===== src/rtl/cgm_pkg.sv =====
`timescale 1ns / 1ps

package cgm_pkg;

    localparam int MAX_POINTS = 16;
    localparam int IDX_W = $clog2(MAX_POINTS);
    localparam int CNT_W = $clog2(MAX_POINTS + 1);

    localparam int LVL_W = 16;
    localparam int FRAC_W = 16;
    localparam int PROD_W = LVL_W + FRAC_W;
    localparam int FRAC_SHIFT = 15;

    localparam logic [LVL_W-1:0] Q_ONE = 16'd32768;

    localparam int DEFAULT_COUNT = 7;
    localparam int LOAD_COUNT = (DEFAULT_COUNT < MAX_POINTS) ? DEFAULT_COUNT : MAX_POINTS;

    localparam logic [1:0] FUNC_LOOKUP = 2'd0;
    localparam logic [1:0] FUNC_INSERT = 2'd1;
    localparam logic [1:0] FUNC_LOAD = 2'd2;

    localparam logic [1:0] STATUS_OK = 2'd0;
    localparam logic [1:0] STATUS_EMPTY = 2'd1;
    localparam logic [1:0] STATUS_FULL = 2'd2;

    typedef struct packed {
        logic [LVL_W-1:0] blue;
        logic [LVL_W-1:0] green;
        logic [LVL_W-1:0] red;
        logic [LVL_W-1:0] pos;
    } point_t;

    // Black, blue, cyan, green, yellow, red, white.
    function automatic point_t default_point(input logic [2:0] sel);
        point_t pt;
        pt = '0;
        case (sel)
            3'd0: pt = '{blue: 16'd0, green: 16'd0, red: 16'd0, pos: 16'd0};
            3'd1: pt = '{blue: Q_ONE, green: 16'd0, red: 16'd0, pos: 16'd1638};
            3'd2: pt = '{blue: Q_ONE, green: Q_ONE, red: 16'd0, pos: 16'd9830};
            3'd3: pt = '{blue: 16'd0, green: Q_ONE, red: 16'd0, pos: 16'd18022};
            3'd4: pt = '{blue: 16'd0, green: Q_ONE, red: Q_ONE, pos: 16'd24576};
            3'd5: pt = '{blue: 16'd0, green: 16'd0, red: Q_ONE, pos: 16'd27853};
            3'd6: pt = '{blue: Q_ONE, green: Q_ONE, red: Q_ONE, pos: Q_ONE};
            default: pt = '0;
        endcase
        return pt;
    endfunction

endpackage


===== src/rtl/cgm_div.sv =====
`timescale 1ns / 1ps

module cgm_div (
    input  logic                         aclk,
    input  logic                         aresetn,
    input  logic                         start,
    input  logic [cgm_pkg::LVL_W-1:0]    num,
    input  logic [cgm_pkg::LVL_W-1:0]    den,
    output logic                         done,
    output logic [cgm_pkg::FRAC_W-1:0]   quo
);

    localparam int CNT_W = $clog2(cgm_pkg::FRAC_W);

    logic                          run_reg, run_next;
    logic                          done_reg, done_next;
    logic [CNT_W-1:0]              cnt_reg, cnt_next;
    logic [cgm_pkg::LVL_W:0]       rem_reg, rem_next;
    logic [cgm_pkg::FRAC_W-1:0]    quo_reg, quo_next;
    logic [cgm_pkg::LVL_W-1:0]     den_reg, den_next;
    logic [cgm_pkg::LVL_W:0]       shifted;
    logic [cgm_pkg::LVL_W:0]       den_ext;

    // The numerator never exceeds the divisor, so the top quotient bit is
    // taken from the unshifted remainder and every later bit after one shift.
    always_comb begin
        run_next = run_reg;
        done_next = 1'b0;
        cnt_next = cnt_reg;
        rem_next = rem_reg;
        quo_next = quo_reg;
        den_next = den_reg;
        den_ext = {1'b0, den_reg};
        shifted = (cnt_reg == '0) ? rem_reg : {rem_reg[cgm_pkg::LVL_W-1:0], 1'b0};
        if (start) begin
            run_next = 1'b1;
            cnt_next = '0;
            rem_next = {1'b0, num};
            den_next = den;
        end else if (run_reg) begin
            if (shifted >= den_ext) begin
                rem_next = shifted - den_ext;
                quo_next = {quo_reg[cgm_pkg::FRAC_W-2:0], 1'b1};
            end else begin
                rem_next = shifted;
                quo_next = {quo_reg[cgm_pkg::FRAC_W-2:0], 1'b0};
            end
            cnt_next = cnt_reg + CNT_W'(1);
            if (cnt_reg == CNT_W'(cgm_pkg::FRAC_W - 1)) begin
                run_next = 1'b0;
                done_next = 1'b1;
            end
        end
    end

    always_ff @(posedge aclk) begin
        if (!aresetn) begin
            run_reg <= 1'b0;
            done_reg <= 1'b0;
            cnt_reg <= '0;
        end else begin
            run_reg <= run_next;
            done_reg <= done_next;
            cnt_reg <= cnt_next;
        end
        rem_reg <= rem_next;
        quo_reg <= quo_next;
        den_reg <= den_next;
    end

    assign done = done_reg;
    assign quo = quo_reg;

endmodule


===== src/rtl/color_gradient_map.sv =====
`timescale 1ns / 1ps

// Channel   Direction  Handshake           Word
// s_        in         s_valid / s_ready   func, position, red_in, green_in, blue_in
// m_        out        m_valid / m_ready   red_out, green_out, blue_out, status
//
// One word is processed at a time; s_ready is high only while the sequencer is idle.
// Lookup walks the table entries in order and, when it interpolates, then runs the
// serial divider and the shared multiplier for red, green and blue in turn.
// Insert moves every entry past the new position up by one. Load default writes the
// seven default points.
// Reset is synchronous and empties the table. A finished word waits in the output
// register while the next word is taken; the sequencer holds when that register is full.

module color_gradient_map (
    input  logic        aclk,
    input  logic        aresetn,
    input  logic        s_valid,
    output logic        s_ready,
    input  logic [1:0]  s_func,
    input  logic [15:0] s_position,
    input  logic [15:0] s_red_in,
    input  logic [15:0] s_green_in,
    input  logic [15:0] s_blue_in,
    output logic        m_valid,
    input  logic        m_ready,
    output logic [15:0] m_red_out,
    output logic [15:0] m_green_out,
    output logic [15:0] m_blue_out,
    output logic [1:0]  m_status
);

    localparam int IW = cgm_pkg::IDX_W;
    localparam int CW = cgm_pkg::CNT_W;
    localparam int LW = cgm_pkg::LVL_W;
    localparam int FS = cgm_pkg::FRAC_SHIFT;

    localparam logic [2:0] S_IDLE = 3'd0;
    localparam logic [2:0] S_WALK = 3'd1;
    localparam logic [2:0] S_DIV = 3'd2;
    localparam logic [2:0] S_MUL = 3'd3;
    localparam logic [2:0] S_INS = 3'd4;
    localparam logic [2:0] S_LOAD = 3'd5;
    localparam logic [2:0] S_FIN = 3'd6;

    logic [2:0]                      state_reg, state_next;
    logic [CW-1:0]                   count_reg, count_next;
    logic [CW-1:0]                   idx_reg, idx_next;
    logic [CW-1:0]                   idx_inc;
    logic [LW-1:0]                   pos_reg, pos_next;
    cgm_pkg::point_t                 new_reg, new_next;
    cgm_pkg::point_t                 prev_reg, prev_next;
    cgm_pkg::point_t                 cur_reg, cur_next;
    logic [cgm_pkg::FRAC_W-1:0]      frac_reg, frac_next;
    logic [1:0]                      step_reg, step_next;
    logic [cgm_pkg::PROD_W-1:0]      prod_reg, prod_next;
    logic                            neg_reg, neg_next;
    logic [LW-1:0]                   base_reg, base_next;
    logic [LW-1:0]                   res_r_reg, res_r_next;
    logic [LW-1:0]                   res_g_reg, res_g_next;
    logic [LW-1:0]                   res_b_reg, res_b_next;
    logic [1:0]                      res_st_reg, res_st_next;
    logic                            m_valid_reg, m_valid_next;
    logic [LW-1:0]                   m_red_reg, m_red_next;
    logic [LW-1:0]                   m_green_reg, m_green_next;
    logic [LW-1:0]                   m_blue_reg, m_blue_next;
    logic [1:0]                      m_status_reg, m_status_next;

    cgm_pkg::point_t                 mem [cgm_pkg::MAX_POINTS];
    cgm_pkg::point_t                 rd_data_reg;
    logic [IW-1:0]                   rd_addr;
    logic                            wr_en;
    logic [IW-1:0]                   wr_addr;
    cgm_pkg::point_t                 wr_data;

    logic                            div_start;
    logic [LW-1:0]                   div_num;
    logic [LW-1:0]                   div_den;
    logic                            div_done;
    logic [cgm_pkg::FRAC_W-1:0]      div_quo;

    logic [LW-1:0]                   sel_prev_c;
    logic [LW-1:0]                   sel_cur_c;
    logic [LW-1:0]                   mag;
    logic [LW:0]                     part;
    logic [LW:0]                     blended;
    logic                            s_fire;

    cgm_div u_div (
        .aclk    (aclk),
        .aresetn (aresetn),
        .start   (div_start),
        .num     (div_num),
        .den     (div_den),
        .done    (div_done),
        .quo     (div_quo)
    );

    always_ff @(posedge aclk) begin
        if (wr_en) begin
            mem[wr_addr] <= wr_data;
        end
        rd_data_reg <= mem[rd_addr];
    end

    assign s_ready = (state_reg == S_IDLE);
    assign s_fire = s_valid && s_ready;
    assign idx_inc = idx_reg + CW'(1);

    // Color lane for the shared multiplier, picked by the step counter.
    always_comb begin
        case (step_reg)
            2'd0: begin
                sel_prev_c = prev_reg.red;
                sel_cur_c = cur_reg.red;
            end
            2'd1: begin
                sel_prev_c = prev_reg.green;
                sel_cur_c = cur_reg.green;
            end
            2'd2: begin
                sel_prev_c = prev_reg.blue;
                sel_cur_c = cur_reg.blue;
            end
            default: begin
                sel_prev_c = '0;
                sel_cur_c = '0;
            end
        endcase
        mag = (sel_prev_c < sel_cur_c) ? (sel_cur_c - sel_prev_c) : (sel_prev_c - sel_cur_c);
        part = prod_reg[cgm_pkg::PROD_W-1:FS];
        blended = neg_reg ? ({1'b0, base_reg} - part) : ({1'b0, base_reg} + part);
    end

    always_comb begin
        state_next = state_reg;
        count_next = count_reg;
        idx_next = idx_reg;
        pos_next = pos_reg;
        new_next = new_reg;
        prev_next = prev_reg;
        cur_next = cur_reg;
        frac_next = frac_reg;
        step_next = step_reg;
        prod_next = prod_reg;
        neg_next = neg_reg;
        base_next = base_reg;
        res_r_next = res_r_reg;
        res_g_next = res_g_reg;
        res_b_next = res_b_reg;
        res_st_next = res_st_reg;
        m_valid_next = m_valid_reg;
        m_red_next = m_red_reg;
        m_green_next = m_green_reg;
        m_blue_next = m_blue_reg;
        m_status_next = m_status_reg;
        rd_addr = idx_reg[IW-1:0];
        wr_en = 1'b0;
        wr_addr = idx_reg[IW-1:0];
        wr_data = new_reg;
        div_start = 1'b0;
        div_num = rd_data_reg.pos - pos_reg;
        div_den = rd_data_reg.pos - prev_reg.pos;

        if (m_valid_reg && m_ready) begin
            m_valid_next = 1'b0;
        end

        case (state_reg)
            S_IDLE: begin
                if (s_fire) begin
                    pos_next = s_position;
                    new_next = '{blue: s_blue_in, green: s_green_in, red: s_red_in,
                                 pos: s_position};
                    res_r_next = '0;
                    res_g_next = '0;
                    res_b_next = '0;
                    res_st_next = cgm_pkg::STATUS_OK;
                    idx_next = '0;
                    rd_addr = '0;
                    case (s_func)
                        cgm_pkg::FUNC_LOOKUP: begin
                            if (count_reg == '0) begin
                                res_st_next = cgm_pkg::STATUS_EMPTY;
                                state_next = S_FIN;
                            end else begin
                                state_next = S_WALK;
                            end
                        end
                        cgm_pkg::FUNC_INSERT: begin
                            if (count_reg >= CW'(cgm_pkg::MAX_POINTS)) begin
                                res_st_next = cgm_pkg::STATUS_FULL;
                                state_next = S_FIN;
                            end else begin
                                idx_next = count_reg;
                                rd_addr = IW'(count_reg - CW'(1));
                                state_next = S_INS;
                            end
                        end
                        cgm_pkg::FUNC_LOAD: begin
                            state_next = S_LOAD;
                        end
                        default: begin
                            state_next = S_FIN;
                        end
                    endcase
                end
            end

            // rd_data_reg holds the entry at idx_reg; one entry per cycle.
            S_WALK: begin
                if (pos_reg < rd_data_reg.pos) begin
                    if (idx_reg == '0) begin
                        res_r_next = rd_data_reg.red;
                        res_g_next = rd_data_reg.green;
                        res_b_next = rd_data_reg.blue;
                        state_next = S_FIN;
                    end else begin
                        cur_next = rd_data_reg;
                        div_start = 1'b1;
                        state_next = S_DIV;
                    end
                end else begin
                    prev_next = rd_data_reg;
                    if (idx_inc == count_reg) begin
                        res_r_next = rd_data_reg.red;
                        res_g_next = rd_data_reg.green;
                        res_b_next = rd_data_reg.blue;
                        state_next = S_FIN;
                    end else begin
                        idx_next = idx_inc;
                        rd_addr = idx_inc[IW-1:0];
                    end
                end
            end

            S_DIV: begin
                if (div_done) begin
                    frac_next = div_quo;
                    step_next = '0;
                    state_next = S_MUL;
                end
            end

            // Product for one color is registered, then added on the next step.
            S_MUL: begin
                if (step_reg != 2'd3) begin
                    prod_next = cgm_pkg::PROD_W'(mag) * cgm_pkg::PROD_W'(frac_reg);
                    neg_next = (sel_prev_c < sel_cur_c);
                    base_next = sel_cur_c;
                end
                case (step_reg)
                    2'd1: res_r_next = blended[LW-1:0];
                    2'd2: res_g_next = blended[LW-1:0];
                    2'd3: res_b_next = blended[LW-1:0];
                    default: ;
                endcase
                step_next = step_reg + 2'd1;
                if (step_reg == 2'd3) begin
                    state_next = S_FIN;
                end
            end

            // Walk down from the top, moving up every entry past the new position.
            S_INS: begin
                wr_en = 1'b1;
                if (idx_reg != '0 && rd_data_reg.pos > pos_reg) begin
                    wr_data = rd_data_reg;
                    idx_next = idx_reg - CW'(1);
                    rd_addr = IW'(idx_reg - CW'(2));
                end else begin
                    wr_data = new_reg;
                    count_next = count_reg + CW'(1);
                    state_next = S_FIN;
                end
            end

            S_LOAD: begin
                wr_en = 1'b1;
                wr_data = cgm_pkg::default_point(idx_reg[2:0]);
                idx_next = idx_inc;
                if (idx_inc == CW'(cgm_pkg::LOAD_COUNT)) begin
                    count_next = CW'(cgm_pkg::LOAD_COUNT);
                    state_next = S_FIN;
                end
            end

            S_FIN: begin
                if (!m_valid_reg || m_ready) begin
                    m_valid_next = 1'b1;
                    m_red_next = res_r_reg;
                    m_green_next = res_g_reg;
                    m_blue_next = res_b_reg;
                    m_status_next = res_st_reg;
                    state_next = S_IDLE;
                end
            end

            default: begin
                state_next = S_IDLE;
            end
        endcase
    end

    always_ff @(posedge aclk) begin
        if (!aresetn) begin
            state_reg <= S_IDLE;
            count_reg <= '0;
            idx_reg <= '0;
            step_reg <= '0;
            m_valid_reg <= 1'b0;
        end else begin
            state_reg <= state_next;
            count_reg <= count_next;
            idx_reg <= idx_next;
            step_reg <= step_next;
            m_valid_reg <= m_valid_next;
        end
        pos_reg <= pos_next;
        new_reg <= new_next;
        prev_reg <= prev_next;
        cur_reg <= cur_next;
        frac_reg <= frac_next;
        prod_reg <= prod_next;
        neg_reg <= neg_next;
        base_reg <= base_next;
        res_r_reg <= res_r_next;
        res_g_reg <= res_g_next;
        res_b_reg <= res_b_next;
        res_st_reg <= res_st_next;
        m_red_reg <= m_red_next;
        m_green_reg <= m_green_next;
        m_blue_reg <= m_blue_next;
        m_status_reg <= m_status_next;
    end

    assign m_valid = m_valid_reg;
    assign m_red_out = m_red_reg;
    assign m_green_out = m_green_reg;
    assign m_blue_out = m_blue_reg;
    assign m_status = m_status_reg;

endmodule


===== config.mk =====
export PLATFORM = sky130hd
export DESIGN_NAME = color_gradient_map
export DESIGN_NICKNAME = d
export VERILOG_FILES = /design/src/rtl/cgm_pkg.sv /design/src/rtl/cgm_div.sv /design/src/rtl/color_gradient_map.sv
export SDC_FILE = /design/constraint.sdc
export NUM_CORES = 2
export LEC_CHECK = 0
export ABC_CLOCK_PERIOD_IN_PS = 31500
export BUFFER_PORTS_ARGS = -buffer_cell sky130_fd_sc_hd__buf_2
export CAP_MARGIN = 15
export CORE_MARGIN = 2
export CORE_UTILIZATION = 40
export DETAILED_ROUTE_END_ITERATION = 7
export GPL_TIMING_DRIVEN = 0
export PLACE_DENSITY = 0.53
export SETUP_SLACK_MARGIN = 0.05
export SYNTH_ARGS = -nofsm -noshare
export SYNTH_HDL_FRONTEND = slang
export SYNTH_SLANG_ARGS = --single-unit
export TNS_END_PERCENT = 50

===== constraint.sdc =====
create_clock -name aclk -period 31.5 [get_ports aclk]
set_input_delay 1.575 -clock aclk [delete_from_list [all_inputs] [get_ports aclk]]
set_output_delay 1.575 -clock aclk [all_outputs]
set_load 0.03 [all_outputs]

# == Word-level counts from Yosys, hierarchy flattened ==
# Memories as Yosys holds them, arrays and structs flattened. A register that Yosys moved wholly into a read port is not among the register bits.
# Cells that the tools add are included.
# classes
n_reduce_logical,34
n_eq_ne,34
n_mul,1
div_mod_pow,0
bitwise,5
order_cmp,5
shifts,0
n_mux,76
add_sub_neg,14
# ops
op,n
case mux 64 bit (6 select lines),1
2-to-1 mux 16 bit,17
case mux 16 bit (3 select lines),5
case mux 64 bit (2 select lines),1
subtractor 16 bit,5
2-to-1 mux 64 bit,1
2-to-1 mux 5 bit,8
2-to-1 mux 17 bit,2
< comparator 16 bit,2
multiplier 16 x 16 -> 31 bit,1
2-to-1 mux 3 bit,10
2-to-1 mux 4 bit,6
case mux 3 bit (7 select lines),1
case mux 5 bit (4 select lines),1
AND reduction 5 bit,4
"equality test 3 bit, second input constant",6
greater-or-equal comparator 17 x 16 -> 1 bit,1
subtractor 17 x 16 -> 17 bit,1
adder 16 bit,1
greater-than comparator 16 bit,1
"!= test 2 bit, second input constant",8
2-to-1 mux 1 bit,15
AND reduction 2 bit,7
"equality test 3 x 2 -> 1 bit, second input constant",4
36 further kinds,60
# totals
regBits,411
word_cells,205
latch_bits,0
output_inout_bits,52
mem_bits_ro,0
ramBits,1024
memories,1
input_bits,70
# mem_list
memory,words,word_bits,rd,rd_ports_with_merged_regs,write_ports,line_no,rtl
mem,16,64,1,1,1,color_gradient_map.sv:69,cgm_pkg::point_t mem [cgm_pkg::MAX_POINTS];

# == Logic depth before layout (Yosys ltp) ==
# logic_depth
depth_word,6
depth_mapped,43

# == Modules after synthesis ==
# From an unflattened synthesis, not the netlist that was laid out.
# hier_totals
hier_cells,5242
area_unflattened_um2,70052.2
# by_module_without_submodules
module,instances,cells_each,area_each_um2,seq_area_each_um2
color_gradient_map,1,4943,66832.8,42110.4
cgm_div,1,299,3219.3,1581.5

# == Worst setup path before layout ==
# No wires, ideal clock.
# synth_path
path_kind,register -> register
start,reg step_reg[0]
end,"reg prod_reg[30] (netlist bit), data pin"
path_slack_ps,21559
arrival_time_ps,9681
stages_incl_launch_ff,41
required_time_ps,31240
path_cell_list,dfxtp_1 inv_1 ha_1 clkbuf_1 clkbuf_1 nand2_1 a31o_2 inv_1 ha_1 inv_1 fa_1 a21oi_1 o22ai_1 o41ai_1 o21ai_2 mux2_1 a31oi_1 o21bai_1 (+5 left out) fa_1 fa_1 inv_1 fa_1 fa_1 inv_1 fa_1 inv_1 ha_1 nand4_1 nor2_1 a2111oi_0 o21ai_0 a221o_1 a211o_1 a31o_2 a31oi_1 xnor2_1
# synth_between
elab_chain_cells,5
word_cells_on_any_way,10
# synth_rtl
item,line_no,rtl
from (decl),color_gradient_map.sv:55,"logic [1:0] step_reg, step_next;"
from (signal assigned),color_gradient_map.sv:316,step_reg <= step_next;
equality test 2 bit (tied with other cells),color_gradient_map.sv:112,case (step_reg)
case mux 16 bit (3 select lines) *,color_gradient_map.sv:112,
via sel_cur_c[0],color_gradient_map.sv:83,logic [LW-1:0] sel_cur_c;
subtractor 16 bit or < comparator 16 bit (tied branches),color_gradient_map.sv:130,mag = (sel_prev_c < sel_cur_c) ? (sel_cur_c - sel_prev_c) : (sel_prev_c - sel_cur_c);
2-to-1 mux 16 bit *,color_gradient_map.sv:130,
multiplier 16 x 16 -> 31 bit *,color_gradient_map.sv:248,prod_next = cgm_pkg::PROD_W'(mag) * cgm_pkg::PROD_W'(frac_reg);
to (signal assigned),color_gradient_map.sv:324,prod_reg <= prod_next;
to (decl),color_gradient_map.sv:56,"logic [cgm_pkg::PROD_W-1:0] prod_reg, prod_next;"
# The timed path passes the listed nets; every way through them passes the cells marked *.
# A chain may end at the register's enable or synchronous reset.

# == Worst setup path after layout ==
# layout_path
start,reg step_reg[0]
end,"reg prod_reg[26] (netlist bit), data pin"
# Same word-level chain as after synthesis.

==> results.yml <==
status:
  outcome: "finished clean"
worst_setup_path:
  cp_data_arrival_time_ns: 13.44
  start_kind: "flip-flop"
  crit_path_max_incr_delay_ns: 0.92
  worst_path_most_repeated_cell: "fa_1"
  worstSetupPathType: "reg2reg"
  cp_top_family: "compound AO/OA/AOI/OAI gates"
  critPathRequiredTime_ns: 32.05
  critPathCaptureType: "flip-flop"
  crit_fanout: 10
  slowest_stage: "xnor2_1"
  crit_buf_inv: 9
drt:
  wl_met2_mm: 102.3
  wl_per_cell_um: 26.18
  met3_length_mm: 11.36
  antenna_left: 0
  drt-met1-wl_mm: 84.41
  drt_iter0_drc: 3825
  via_count: 42590
  wirelength_mm: 204.5
  drc_errors: 0
  drtPass1Iterations: 5
  viasPerCell: 5.453
  top_layer_used: "met5"
yosys:
  synth_fp_nets: 5501
  netlist_area_sq_um: 69400
  yosysSeqAreaShare_pct: 62.96
  async_flop_share_pct: 0
  synth-warning-count: 0
  ys_seq_elements: 1484
  synth_cell_types: 87
  synthCells: 5020
  avgSynthCellArea_sq_um: 13.82
  synth_ff_type: "edfxtp_1"
  synth_enable_flop_cells: 1397
cts:
  cts_setup_buffers: 0
  cts_root_buf: "clkbuf_16"
  cts_num_sinks: 1484
  cts_tree: "built"
  insertion_delay_ns: 0.81
  postCtsHoldBufs: 0
  cts_resized: 0
  clockBufferDepth: 3
  cts-htree-levels: 4
  numCtsBuffers: 155
  clk_pin_slew_ns: 0.08
floorplanning:
  start_util_pct: 40.36
  fp.dieH_um: 420.5
  io_pins: 122
  core_sq_um: 171900
  die-area_sq_um: 176800
  fp-row-count: 152
  fp.dieW_um: 420.5
cells_and_area:
  largest_reg_flops: 1024
  seq_area_sq_um: 43690
  area_growth_syn_to_layout_pct: 14.52
  post-route-util_pct: 46.22
  multi_input_comb_area_sq_um: 23270
  layout_commonest_cell: "edfxtp_1"
  drive_above_1_share_pct: 12.90
  final_cell_mix: "1397 x edfxtp_1, 620 x nand2_1, 357 x inv_1, 244 x a22o_1, 224 x mux2i_1"
  max_flop_register: "mem"
  fillers: 15430
  instances_no_fill: 7810
  nets: 5849
timing:
  rsz0062_at_grt: "false"
  finalSetupViolations: 0
  setup_tns_ns: 0
  drv_slew: 0
  final.period_utilization_pct: 40.94
  clock_skew_ns: 0.03015
  worst_slew_margin_rel_pct: 20.75
  hold_viol: 0
  fmax_mhz: 77.55
  fin_hold_ws_ns: 0.4103
  tightest_slew_ns: 1.180
  final.min_clock_period_ns: 12.90
min_path:
  hp-class: "reg2reg"
run:
  maxCapViolCount: 0
global_routing:
  grt_pass1_wl_mm: 292.7
  grt_pass1_vias: 42440
  gr-usage-all-layers_pct: 23.08
  antenna_found_initial: 8
  grt_overflow: 0
  grt_max_degree: 65
place:
  dp.cells: 7520
  place_congestion: 0.8746
  dp_hpwl_mm: 143.9
  io_buffers: 120
==> metal layers <==
layer  vias to the layer above  GRT usage [%]
li1                      19250              -
met1                     21740          29.62
met2                      1312          39.97
met3                       290          3.530
met4                         4          7.345
met5                         -              0
==> cells by family after synthesis <==
logic type      count (synthesis)  share of synthesized area, %
fa+ha+maj                     411                         9.552
flops                        1484                         62.96
simple gates                 1313                         9.175
buf+inv                       624                         3.732
mux                           269                         3.961
xor+xnor                      102                         1.287
compound gates                817                         9.332
==> cell usage after synthesis (10+ instances only) <==
master | number | area share, %
and3_1 | 14 | 0.13
buf_1 | 10 | 0.054
a21oi_1 | 107 | 0.77
a221o_1 | 13 | 0.19
edfxtp_1 | 1397 | 60
a31oi_1 | 18 | 0.16
dfxtp_1 | 87 | 2.5
nor2b_1 | 30 | 0.27
buf_2 | 80 | 0.58
o21a_1 | 19 | 0.21
nand4_1 | 19 | 0.17
clkbuf_1 | 140 | 0.76
inv_1 | 357 | 1.9
a31o_2 | 31 | 0.39
o21ai_0 | 66 | 0.48
nor4_2 | 62 | 1.1
mux2i_1 | 224 | 3.2
fa_1 | 198 | 5.7
ha_1 | 213 | 3.8
a22o_1 | 244 | 3.1
nand2_1 | 620 | 3.4
buf_4 | 25 | 0.27
nand3_1 | 25 | 0.18
or3_1 | 14 | 0.13
mux2_2 | 44 | 0.71
a32o_1 | 126 | 1.8
xnor2_1 | 80 | 1.0
nor3_1 | 169 | 1.2
a211oi_1 | 18 | 0.19
o21bai_1 | 19 | 0.21
a21boi_0 | 10 | 0.11
and2_1 | 103 | 0.93
nand2b_1 | 14 | 0.13
xor2_1 | 22 | 0.28
nor2_1 | 200 | 1.1
a21o_1 | 55 | 0.59
==> stage by stage <==
stage | setup WS (ns) | area [sq um]
finish | 18.60 | 79470
global route | 17.91 | 79460
CTS | 18.64 | 79460
detailed placement | 18.71 | 74450
global placement | 18.62 | 72890
floorplan | 21.56 | 69400
==> worst paths after layout <==
| path | from | end | slack, ns | depth (start not counted) |
|---|---|---|---|---|
| worst max-delay path | step_reg[0] | prod_reg[26] | 18.60 | 39 |
| worst min-delay path | res_r_reg[0] | m_red_out[0] | 0.41 | 0 |
| worst max register to register | step_reg[0] | prod_reg[26] | 18.60 | 39 |
| worst min register to register | res_r_reg[0] | m_red_out[0] | 0.41 | 0 |
==> cell type report <==
| class | instances | share of cell area, % |
|---|---|---|
| Clock inverter | 75 | 0.9069 |
| Inverter | 361 | 1.705 |
| Tap cell | 2310 | 3.637 |
| Timing Repair Buffer | 191 | 2.533 |
| Buffer | 263 | 1.559 |
| Sequential cell | 1484 | 54.98 |
| Antenna cell | 3 | 0.009447 |
| Clock buffer | 211 | 5.389 |
| Multi-Input combinational cell | 2912 | 29.28 |
Power is not shown: default switching activity piles up to over one toggle a cycle in this logic, so the estimate is an artifact.
